[src/rtl/lmwa_pkg.sv]
`timescale 1ns / 1ps
// ----------------------------------------------------------------------------
// lmwa_pkg
// Shared types and constants of the led matrix wipe animation block.
// ----------------------------------------------------------------------------
package lmwa_pkg;

  // input item kinds
  localparam logic CMD_TICK  = 1'b0;
  localparam logic CMD_WRITE = 1'b1;

  // tick rate after reset
  localparam logic [15:0] HZ_RESET = 16'd1000;

  // divider iteration counts: tick count by cycle length, position by line step
  localparam int DIV1_STEPS = 32;
  localparam int DIV2_STEPS = 17;
  localparam int ROW_COUNT  = 8;
  localparam int CNT_W      = 6;

  localparam logic [7:0] FULL_LINE = 8'hFF;
  localparam logic [7:0] STATUS_PX = 8'h01;

  typedef enum logic [1:0] {
    PH_DRAW  = 2'd0,
    PH_HOLD  = 2'd1,
    PH_ERASE = 2'd2
  } phase_e;

  // controller to datapath commands
  typedef struct packed {
    logic       start;
    logic       wr_en;
    logic       div_step;
    logic       mod_en;
    logic       pos_setup;
    logic       rd_en;
    logic [2:0] rd_row;
    logic       acc_en;
    logic [2:0] acc_row;
    logic       emit;
  } ctrl_cmd_t;

  // datapath to controller status
  typedef struct packed {
    logic out_busy;
  } dp_sts_t;

endpackage

[src/rtl/lmwa_ctrl.sv]
`timescale 1ns / 1ps
// ----------------------------------------------------------------------------
// lmwa_ctrl
// Sequencer: tick division, position division, glyph row readout, result load.
// ----------------------------------------------------------------------------
module lmwa_ctrl (
  input  logic              clk_i,
  input  logic              rst_ni,
  input  logic              in_valid_i,
  input  logic              cmd_i,
  output logic              in_stall_o,
  input  lmwa_pkg::dp_sts_t sts_i,
  output lmwa_pkg::ctrl_cmd_t cmd_o
);
  import lmwa_pkg::*;

  typedef enum logic [5:0] {
    ST_IDLE = 6'b000001,
    ST_DIV1 = 6'b000010,
    ST_PREP = 6'b000100,
    ST_DIV2 = 6'b001000,
    ST_ROWS = 6'b010000,
    ST_EMIT = 6'b100000
  } state_e;

  localparam logic [CNT_W-1:0] DIV1_LAST = CNT_W'(DIV1_STEPS - 1);
  localparam logic [CNT_W-1:0] DIV2_LAST = CNT_W'(DIV2_STEPS - 1);
  localparam logic [CNT_W-1:0] ROWS_LAST = CNT_W'(ROW_COUNT);

  state_e           state_q, state_d;
  logic [CNT_W-1:0] cnt_q, cnt_d;
  logic [CNT_W-1:0] cnt_m1;

  assign in_stall_o = (state_q != ST_IDLE);
  assign cnt_m1     = cnt_q - CNT_W'(1);

  // next state and commands
  always_comb begin
    state_d = state_q;
    cnt_d   = cnt_q;
    cmd_o   = '0;
    case (state_q)
      ST_IDLE: begin
        cnt_d = '0;
        if (in_valid_i) begin
          if (cmd_i == CMD_WRITE) begin
            cmd_o.wr_en = 1'b1;
          end else begin
            cmd_o.start = 1'b1;
            state_d     = ST_DIV1;
          end
        end
      end
      ST_DIV1: begin
        cmd_o.div_step = 1'b1;
        cmd_o.mod_en   = 1'b1;
        cnt_d          = cnt_q + CNT_W'(1);
        if (cnt_q == DIV1_LAST) begin
          cnt_d   = '0;
          state_d = ST_PREP;
        end
      end
      ST_PREP: begin
        cmd_o.pos_setup = 1'b1;
        state_d         = ST_DIV2;
      end
      ST_DIV2: begin
        cmd_o.div_step = 1'b1;
        cnt_d          = cnt_q + CNT_W'(1);
        if (cnt_q == DIV2_LAST) begin
          cnt_d   = '0;
          state_d = ST_ROWS;
        end
      end
      ST_ROWS: begin
        // read row n while row n-1 is folded into the frame
        cmd_o.rd_en   = (cnt_q != ROWS_LAST);
        cmd_o.rd_row  = cnt_q[2:0];
        cmd_o.acc_en  = (cnt_q != '0);
        cmd_o.acc_row = cnt_m1[2:0];
        cnt_d         = cnt_q + CNT_W'(1);
        if (cnt_q == ROWS_LAST) begin
          cnt_d   = '0;
          state_d = ST_EMIT;
        end
      end
      ST_EMIT: begin
        if (!sts_i.out_busy) begin
          cmd_o.emit = 1'b1;
          state_d    = ST_IDLE;
        end
      end
      default: begin
        state_d = ST_IDLE;
        cnt_d   = '0;
      end
    endcase
  end

  // state registers
  always_ff @(posedge clk_i or negedge rst_ni) begin
    if (!rst_ni) begin
      state_q <= ST_IDLE;
      cnt_q   <= '0;
    end else begin
      state_q <= state_d;
      cnt_q   <= cnt_d;
    end
  end

endmodule

[src/rtl/lmwa_datapath.sv]
`timescale 1ns / 1ps
// ----------------------------------------------------------------------------
// lmwa_datapath
// Tick counter, shared restoring divider, glyph memory, frame builder, output.
// ----------------------------------------------------------------------------
module lmwa_datapath #(
  parameter int SYMBOL_COUNT = 10
) (
  input  logic                clk_i,
  input  logic                rst_ni,
  input  lmwa_pkg::ctrl_cmd_t cmd_i,
  output lmwa_pkg::dp_sts_t   sts_o,
  input  logic                cfg_valid_i,
  input  logic [15:0]         cfg_data_i,
  input  logic [3:0]          glyph_slot_i,
  input  logic [2:0]          glyph_row_i,
  input  logic [7:0]          row_bits_i,
  input  logic                ack_received_i,
  input  logic                bus_off_i,
  input  logic                recovery_active_i,
  output logic                out_valid_o,
  input  logic                out_stall_i,
  output logic [63:0]         green_frame_o,
  output logic [63:0]         red_frame_o,
  output logic [1:0]          phase_o,
  output logic [3:0]          shown_slot_o
);
  import lmwa_pkg::*;

  localparam int SW    = (SYMBOL_COUNT > 1) ? $clog2(SYMBOL_COUNT) : 1;
  localparam int DEPTH = SYMBOL_COUNT * 8;
  localparam int AW    = SW + 3;
  localparam logic [SW:0] SYM_N = (SW + 1)'(SYMBOL_COUNT);

  // configuration register
  logic [15:0] hz_cfg_q;
  always_ff @(posedge clk_i or negedge rst_ni) begin
    if (!rst_ni) begin
      hz_cfg_q <= HZ_RESET;
    end else if (cfg_valid_i) begin
      hz_cfg_q <= cfg_data_i;
    end
  end

  // tick counter
  logic [31:0] tick_q, tick_inc;
  assign tick_inc = tick_q + 32'd1;
  always_ff @(posedge clk_i or negedge rst_ni) begin
    if (!rst_ni) begin
      tick_q <= '0;
    end else if (cmd_i.start) begin
      tick_q <= tick_inc;
    end
  end

  // per-tick timing values
  logic [15:0] hz_eff;
  logic [14:0] half_w;
  logic [11:0] step_w;
  assign hz_eff = (hz_cfg_q == '0) ? 16'd1 : hz_cfg_q;
  assign half_w = hz_eff[15:1];
  assign step_w = (half_w[14:3] == '0) ? 12'd1 : half_w[14:3];

  logic [15:0] hz_q;
  logic [14:0] half_q;
  logic [11:0] step_q;
  logic        ack_q, off_q, recov_q;

  always_ff @(posedge clk_i) begin
    if (cmd_i.start) begin
      hz_q    <= hz_eff;
      half_q  <= half_w;
      step_q  <= step_w;
      ack_q   <= ack_received_i;
      off_q   <= bus_off_i;
      recov_q <= recovery_active_i;
    end
  end

  // shared restoring divider, one quotient bit per cycle
  logic [31:0] num_q;
  logic [16:0] div_q, rem_q, quo_q;
  logic [SW-1:0] smod_q;
  logic [17:0] rem_ext, div_ext, rem_sub;
  logic        q_bit;
  logic [SW:0] smod_ext, smod_nxt;

  assign rem_ext  = {rem_q, num_q[31]};
  assign div_ext  = {1'b0, div_q};
  assign q_bit    = (rem_ext >= div_ext);
  assign rem_sub  = q_bit ? (rem_ext - div_ext) : rem_ext;
  // slot is the running quotient modulo the symbol count
  assign smod_ext = {smod_q, q_bit};
  assign smod_nxt = (smod_ext >= SYM_N) ? (smod_ext - SYM_N) : smod_ext;

  // phase decision from the tick position
  logic [16:0] pos_w, hold_end, tail_pos;
  assign pos_w    = rem_q;
  assign hold_end = {2'b0, half_q} + {1'b0, hz_q};
  assign tail_pos = pos_w - hold_end;

  phase_e phase_q;

  always_ff @(posedge clk_i) begin
    if (cmd_i.start) begin
      num_q  <= tick_inc;
      div_q  <= {hz_eff, 1'b0};
      rem_q  <= '0;
      smod_q <= '0;
    end else if (cmd_i.pos_setup) begin
      rem_q <= '0;
      div_q <= {5'b0, step_q};
      if (pos_w < {2'b0, half_q}) begin
        phase_q <= PH_DRAW;
        num_q   <= {pos_w, 15'b0};
      end else if (pos_w < hold_end) begin
        phase_q <= PH_HOLD;
        num_q   <= {pos_w, 15'b0};
      end else begin
        phase_q <= PH_ERASE;
        num_q   <= {tail_pos, 15'b0};
      end
    end else if (cmd_i.div_step) begin
      rem_q <= rem_sub[16:0];
      num_q <= {num_q[30:0], 1'b0};
      quo_q <= {quo_q[15:0], q_bit};
      if (cmd_i.mod_en) begin
        smod_q <= smod_nxt[SW-1:0];
      end
    end
  end

  // glyph memory
  logic [7:0]    glyph_mem [DEPTH];
  logic [7:0]    rd_q;
  logic [SW+3:0] wslot_ext;
  logic [AW-1:0] waddr, raddr;
  logic          wr_ok;

  assign wslot_ext = {{SW{1'b0}}, glyph_slot_i};
  assign wr_ok     = (wslot_ext < (SW + 4)'(SYMBOL_COUNT));
  assign waddr     = {wslot_ext[SW-1:0], glyph_row_i};
  assign raddr     = {smod_q, cmd_i.rd_row};

  always_ff @(posedge clk_i) begin
    if (cmd_i.wr_en && wr_ok) begin
      glyph_mem[waddr] <= row_bits_i;
    end
    if (cmd_i.rd_en) begin
      rd_q <= glyph_mem[raddr];
    end
  end

  // row rules for the three phases
  logic       p_ge8;
  logic [2:0] p_lo, p_clamp, draw_line, erase_line, r;
  logic [7:0] g_row, r_row;

  assign p_ge8      = |quo_q[16:3];
  assign p_lo       = quo_q[2:0];
  assign p_clamp    = p_ge8 ? 3'd7 : p_lo;
  assign draw_line  = ~p_lo;
  assign erase_line = ~p_clamp;
  assign r          = cmd_i.acc_row;

  always_comb begin
    g_row = '0;
    r_row = '0;
    case (phase_q)
      PH_DRAW: begin
        if (p_ge8) begin
          g_row = rd_q;
        end else begin
          if (r >= draw_line) g_row = rd_q;
          if (r == draw_line) g_row = g_row | FULL_LINE;
        end
      end
      PH_HOLD: begin
        g_row = rd_q;
      end
      PH_ERASE: begin
        if (r < erase_line) g_row = rd_q;
        if (r == erase_line) r_row = FULL_LINE;
      end
      default: begin
        g_row = '0;
        r_row = '0;
      end
    endcase
  end

  // frame accumulation
  logic [63:0] green_q, red_q;
  always_ff @(posedge clk_i) begin
    if (cmd_i.pos_setup) begin
      green_q <= '0;
      red_q   <= '0;
    end else if (cmd_i.acc_en) begin
      green_q <= green_q | ({56'b0, g_row} << {r, 3'b0});
      red_q   <= red_q | ({56'b0, r_row} << {r, 3'b0});
    end
  end

  // bus status pixel at row 7 bit 0
  logic [63:0] px, green_fin, red_fin;
  logic        show_px;
  assign px      = {STATUS_PX, 56'b0};
  assign show_px = !(ack_q && !off_q);
  always_comb begin
    green_fin = green_q;
    red_fin   = red_q;
    if (show_px) begin
      if (recov_q) begin
        green_fin = green_q | px;
        red_fin   = red_q | px;
      end else if (off_q) begin
        red_fin = red_q | px;
      end else begin
        green_fin = green_q | px;
      end
    end
  end

  // output register
  logic        out_valid_q;
  logic [SW+3:0] slot_ext;
  assign slot_ext = {4'b0, smod_q};

  always_ff @(posedge clk_i or negedge rst_ni) begin
    if (!rst_ni) begin
      out_valid_q <= 1'b0;
    end else if (cmd_i.emit) begin
      out_valid_q <= 1'b1;
    end else if (!out_stall_i) begin
      out_valid_q <= 1'b0;
    end
  end

  always_ff @(posedge clk_i) begin
    if (cmd_i.emit) begin
      green_frame_o <= green_fin;
      red_frame_o   <= red_fin;
      phase_o       <= phase_q;
      shown_slot_o  <= slot_ext[3:0];
    end
  end

  assign out_valid_o    = out_valid_q;
  assign sts_o.out_busy = out_valid_q && out_stall_i;

  // divider remainder stays below the divisor
  assert property (@(posedge clk_i) disable iff (!rst_ni)
    cmd_i.div_step |-> (rem_q < div_q))
    else $error("divider remainder not below divisor");

  // running slot stays below the symbol count
  assert property (@(posedge clk_i) disable iff (!rst_ni)
    cmd_i.mod_en |-> ({1'b0, smod_q} < SYM_N))
    else $error("slot modulo out of range");

  // a loaded result is presented on the next cycle
  assert property (@(posedge clk_i) disable iff (!rst_ni)
    cmd_i.emit |=> out_valid_q)
    else $error("result load without valid");

endmodule

[src/rtl/led_matrix_wipe_animation.sv]
`timescale 1ns / 1ps
// ----------------------------------------------------------------------------
// led_matrix_wipe_animation
// Builds one red/green 8x8 wipe frame per tick, with a bus status pixel.
// ----------------------------------------------------------------------------
//  channel  handshake                      payload
//  in       in_valid_i / in_stall_o        cmd, glyph slot/row, row bits, bus status
//  out      out_valid_o / out_stall_i      green frame, red frame, phase, shown slot
//  cfg      cfg_valid_i / cfg_ready_o      ticks per second (16 bit)
//
//  a row write is taken at once while idle; a tick runs the divider for tick
//  count by cycle length, then for position by line step, then reads the glyph
//  memory, one row per cycle on its single read port.
//  reset clears the tick count, the sequencer and output valid; glyph rows
//  hold nothing defined until written.
//  a stalled result sits in the output register; the next tick waits only
//  at its final load while that register is still occupied.
// ----------------------------------------------------------------------------
module led_matrix_wipe_animation #(
  parameter int SYMBOL_COUNT = 10
) (
  input  logic        clk_i,
  input  logic        rst_ni,
  input  logic        cfg_valid_i,
  output logic        cfg_ready_o,
  input  logic [15:0] cfg_data_i,
  input  logic        in_valid_i,
  output logic        in_stall_o,
  input  logic        cmd_i,
  input  logic [3:0]  glyph_slot_i,
  input  logic [2:0]  glyph_row_i,
  input  logic [7:0]  row_bits_i,
  input  logic        ack_received_i,
  input  logic        bus_off_i,
  input  logic        recovery_active_i,
  output logic        out_valid_o,
  input  logic        out_stall_i,
  output logic [63:0] green_frame_o,
  output logic [63:0] red_frame_o,
  output logic [1:0]  phase_o,
  output logic [3:0]  shown_slot_o
);
  import lmwa_pkg::*;

  ctrl_cmd_t ctrl_cmd;
  dp_sts_t   dp_sts;

  // configuration is always taken
  assign cfg_ready_o = 1'b1;

  lmwa_ctrl u_ctrl (
    .clk_i      (clk_i),
    .rst_ni     (rst_ni),
    .in_valid_i (in_valid_i),
    .cmd_i      (cmd_i),
    .in_stall_o (in_stall_o),
    .sts_i      (dp_sts),
    .cmd_o      (ctrl_cmd)
  );

  lmwa_datapath #(
    .SYMBOL_COUNT (SYMBOL_COUNT)
  ) u_datapath (
    .clk_i             (clk_i),
    .rst_ni            (rst_ni),
    .cmd_i             (ctrl_cmd),
    .sts_o             (dp_sts),
    .cfg_valid_i       (cfg_valid_i),
    .cfg_data_i        (cfg_data_i),
    .glyph_slot_i      (glyph_slot_i),
    .glyph_row_i       (glyph_row_i),
    .row_bits_i        (row_bits_i),
    .ack_received_i    (ack_received_i),
    .bus_off_i         (bus_off_i),
    .recovery_active_i (recovery_active_i),
    .out_valid_o       (out_valid_o),
    .out_stall_i       (out_stall_i),
    .green_frame_o     (green_frame_o),
    .red_frame_o       (red_frame_o),
    .phase_o           (phase_o),
    .shown_slot_o      (shown_slot_o)
  );

endmodule
[config.mk]
export PLATFORM = sky130hd
export DESIGN_NAME = led_matrix_wipe_animation
export DESIGN_NICKNAME = d
export VERILOG_FILES = /design/src/rtl/lmwa_pkg.sv /design/src/rtl/lmwa_ctrl.sv /design/src/rtl/lmwa_datapath.sv /design/src/rtl/led_matrix_wipe_animation.sv
export SDC_FILE = /design/constraint.sdc
export NUM_CORES = 2
export LEC_CHECK = 0
export BUFFER_PORTS_ARGS = -buffer_cell sky130_fd_sc_hd__buf_2
export CAP_MARGIN = 20
export CORE_ASPECT_RATIO = 0.75
export CORE_MARGIN = 2
export CORE_UTILIZATION = 25
export DETAILED_ROUTE_END_ITERATION = 16
export GPL_ROUTABILITY_DRIVEN = 0
export SYNTH_ARGS = -nofsm -noshare
export SYNTH_HDL_FRONTEND = slang
export SYNTH_SLANG_ARGS = --single-unit
[constraint.sdc]
create_clock -name clk_i -period 10.5 [get_ports clk_i]
set_input_delay 1.575 -clock clk_i [delete_from_list [all_inputs] [get_ports clk_i]]
set_output_delay 1.575 -clock clk_i [all_outputs]
set_load 0.05 [all_outputs]
==> impl_metrics.json <==
{
  "power_density_nw_per_um2": 208,
  "async_flop_share_pct": 5.59,
  "nFillCells": 17689,
  "setup_tns_ns": 0,
  "rows": 133,
  "path_cells": "ha_1 -> inv_1 -> fa_1 -> nor2b_1 -> o21ai_0 -> a21boi_0 -> o21ai_0 -> a2111oi_0 -> o21a_1 -> o21ai_0 -> a21oi_1 -> xnor2_1 -> ha_1 -> and3_1 -> a221o_1 -> a21oi_1 -> o211a_1 -> nor4_4 -> buf_4 -> mux2_1 -> o221ai_1",
  "worstPathArrival_ns": 5.65,
  "synth_area_leaders": "edfxtp_1, dfxtp_1, dfrtp_1",
  "start_kind": "flip-flop",
  "p_leak_nw": 17.0,
  "rrSetupSlack_ns": 5.37,
  "ys_types": 85,
  "avgSynthCellArea_um2": 14.0,
  "clk_latency_ns": 0.71,
  "overflow": 0,
  "yosys.area.top_type": "edfxtp_1",
  "layout.nets": 3438,
  "clockPowerShare_pct": 33.1,
  "reg2reg_depth": 21,
  "io_buffers": 175,
  "instances_no_fill": 5761,
  "synth-edff-count": 880,
  "hold_buffers": 0,
  "dieArea_um2": 180000,
  "hp-class": "reg2reg",
  "critPathMaxFanout": 21,
  "fin_worst_skew_ns": 0.0325,
  "finalCritPeriodShare_pct": 48.8,
  "synth-main-ff-cell": "edfxtp_1",
  "cp_top_family": "compound AO/OA/AOI/OAI gates",
  "crit_path_top_delay_cell": "a2111oi_0",
  "crit_top_cell": "o21ai_0",
  "whs_endpoint": "u_datapath.red_frame_o[60]",
  "r2r-end": "u_datapath.num_q[27]",
  "grt_pass1_wl_um": 167000,
  "syn_inst": 3161,
  "ys_ff_latch": 1091,
  "ys_seq_area_share_pct": 70.1,
  "p_sw_mw": 3.06,
  "cts_root_buf": "clkbuf_16",
  "drt_first_pass_iters": 6,
  "critical_path_class": "reg2reg",
  "finish.utilization_pct": 29.0,
  "finalMaxSlewViolations": 0,
  "max_freq_ghz": 0.195,
  "wl_per_cell_um": 19.5,
  "syn2layout_area_growth_pct": 15.0,
  "ctsLongestPathBuffers": 3,
  "fp.dieH_um": 368,
  "initial_core_util_pct": 25.2,
  "p_int_mw": 7.51,
  "antenna_found_initial": 10,
  "grt_util_all_layers_pct": 12.2,
  "power_frac_seq_pct": 48.6,
  "drive_above_1_share_pct": 15.3,
  "clk_pin_slew_ns": 0.07,
  "grt_setup_unrepaired": "false",
  "drtIter0Drc": 2787,
  "netlist_area_um2": 44100,
  "drtAntennaViolNets": 0,
  "crit_buf_inv": 2,
  "required_ns": 11.02,
  "finalHoldViolations": 0,
  "place_inst": 5583,
  "cts.htree.levels": 3,
  "dp_hpwl_um": 71000,
  "via_per_inst": 4.61,
  "grt_start_max_net_pins": 82,
  "cts_buffers": 94,
  "cts.sinks": 1091,
  "cts_setup_buffers": 0,
  "min_period_ns": 5.13,
  "route.detailed.drc": 0,
  "cts_tree": "built",
  "synth.net_count": 3279,
  "max_slew_margin_pct": 25.9,
  "yosysWarnings": 0,
  "worst_r2r_startpoint": "u_datapath.half_q[0]",
  "core_um2": 175000,
  "status": "finished, final reports clean",
  "power_frac_comb_pct": 18.3,
  "slowest_delay_ns": 0.46,
  "cp-end-kind": "flip-flop",
  "min_from": "u_datapath.red_q[60]",
  "wl_um": 113000,
  "die_width_um": 489,
  "synth_top_area_share_pct": 59.9,
  "ios": 177,
  "worst_slew_pin_slew_ns": 1.11,
  "hold_path_depth": 0,
  "setup_viol": 0,
  "num_vias": 26542,
  "ctsResizeCount": 0,
  "peakVddDrop_mv": 0.147,
  "grt_pass1_vias": 25695,
  "maxCapViolations": 0,
  "switching_share_pct": 28.9
}
==> power by group through the flow <==
stage	sequential, mW	combinational, mW	clock, mW
2_1_floorplan	5.16	1.34	0
3_3_place_gp	5.22	1.89	0
3_5_place_dp	5.22	1.91	0
4_1_cts	5.13	1.92	3.57
5_1_grt	5.16	2.13	3.73
6_report	5.13	1.93	3.50
==> stage by stage <==
stage          total power, mW  setup WS, ns  hold WS (ns)  cell area [um2]
6_report                  10.6          5.37         0.414            50800
4_1_cts                   10.6          5.43         0.417            50800
3_3_place_gp              7.12          5.52         0.414            47700
2_1_floorplan             6.50          1.79         0.406            44100
3_5_place_dp              7.13          5.46         0.413            47700
5_1_grt                   11.0          4.99         0.437            50800
==> cells by family after synthesis <==
| family | Yosys count | synth area share [%] |
|---|---|---|
| other cells | 1 | 0.00849 |
| xor+xnor | 103 | 2.04 |
| flops | 1091 | 70.1 |
| fa+ha+maj | 78 | 2.26 |
| simple gates | 941 | 9.57 |
| compound gates | 523 | 7.70 |
| buf+inv | 229 | 2.13 |
| mux | 195 | 6.15 |
==> state kept, by name, summed over array words and instances (netlist names), 6 cells and up <==
register / count
u_datapath.red_frame_o: 64
u_datapath.red_q: 64
u_datapath.glyph_mem: 640
u_datapath.rd_q: 8
u_datapath.green_q: 64
u_datapath.pos_w: 17
u_datapath.num_q: 32
u_datapath.tick_q: 32
u_ctrl.state_q: 6
u_datapath.quo_q: 17
u_datapath.step_q: 12
u_datapath.hz_cfg_q: 16
u_datapath.half_q: 15
u_datapath.green_frame_o: 64
u_datapath.div_q: 17
u_ctrl.cnt_q: 6
==> area by class of cell <==
cell class	instances	area, um2	share of cell area, %
sequential	1091	31000	61.0
multi-input combinational	1841	12300	24.2
tap	2362	2960	5.82
clock buffer	116	2470	4.86
timing repair buffer	229	1280	2.53
clock inverter	58	573	1.13
inverter	63	239	0.471
antenna	1	2.50	0.00493
==> worst reg2reg max path, delay by kind of cell, from the launching register on <==
family,cells,cell delay (ns)
and+or+nand+nor,3,0.37
AOI/OAI and AO/OA,11,2.46
xor gates and xnor gates,1,0.10
buffers and inverters,2,0.31
muxes,1,0.35
DFF,1,0.41
adders and majority gates,3,0.93
==> cells in the final DEF, fill, tap and decap left out, types with 67 or more instances in the layout <==
master / count
edfxtp_1: 880
nor2_1: 357
nand2_1: 298
buf_2: 175
dfxtp_1: 150
a21oi_1: 115
o21ai_0: 107
clkbuf_16: 95
mux2i_1: 90
nand3_1: 79
ha_1: 75
o22ai_1: 67
==> worst max-delay path by stage <==
stage | start | end | slack (ns) | depth (start not counted)
floorplan | out_stall_i | u_datapath.green_frame_o[0] | 1.79 | 1
global placement | cmd_i | u_datapath.num_q[1] | 5.52 | 10
detailed placement | u_datapath.half_q[0] | u_datapath.num_q[27] | 5.46 | 21
CTS | u_datapath.half_q[0] | u_datapath.num_q[27] | 5.43 | 21
global route | u_datapath.half_q[0] | u_datapath.num_q[27] | 4.99 | 21
finish | u_datapath.half_q[0] | u_datapath.num_q[27] | 5.37 | 21
==> cells in the mapped netlist, types with 8 or more instances <==
library cell	instances
xor2_1	41
a22o_1	25
o21a_1	9
o2111ai_1	8
nand4_1	20
edfxtp_1	880
dfxtp_1	150
o211ai_1	43
inv_1	62
nor4_1	15
nor2b_1	17
a31oi_1	19
nand3_1	79
buf_2	25
a21o_1	15
mux4_2	56
a21oi_1	116
nor3_1	28
mux2i_1	90
clkbuf_1	117
dfrtp_1	54
and2_1	11
a211oi_1	22
mux2_2	48
ha_1	75
nor2_1	358
a2111oi_0	9
nand2_1	299
o22ai_1	67
o21ai_0	107
a222oi_1	8
xnor2_1	62
and3_1	23
o221ai_1	21
a32oi_1	10
buf_1	13
nand2b_1	42
or2_2	13
==> routing by layer <==
layer  GRT usage (%)  routed length (um)  vias to the layer above
met4            2.65                1960                        8
met2            18.4               50400                      905
met3            2.85                8900                      132
li1                -                   -                    12151
met1            17.7               51300                    13346
met5               0                  52                        -
(Power assumes the default switching activity.)
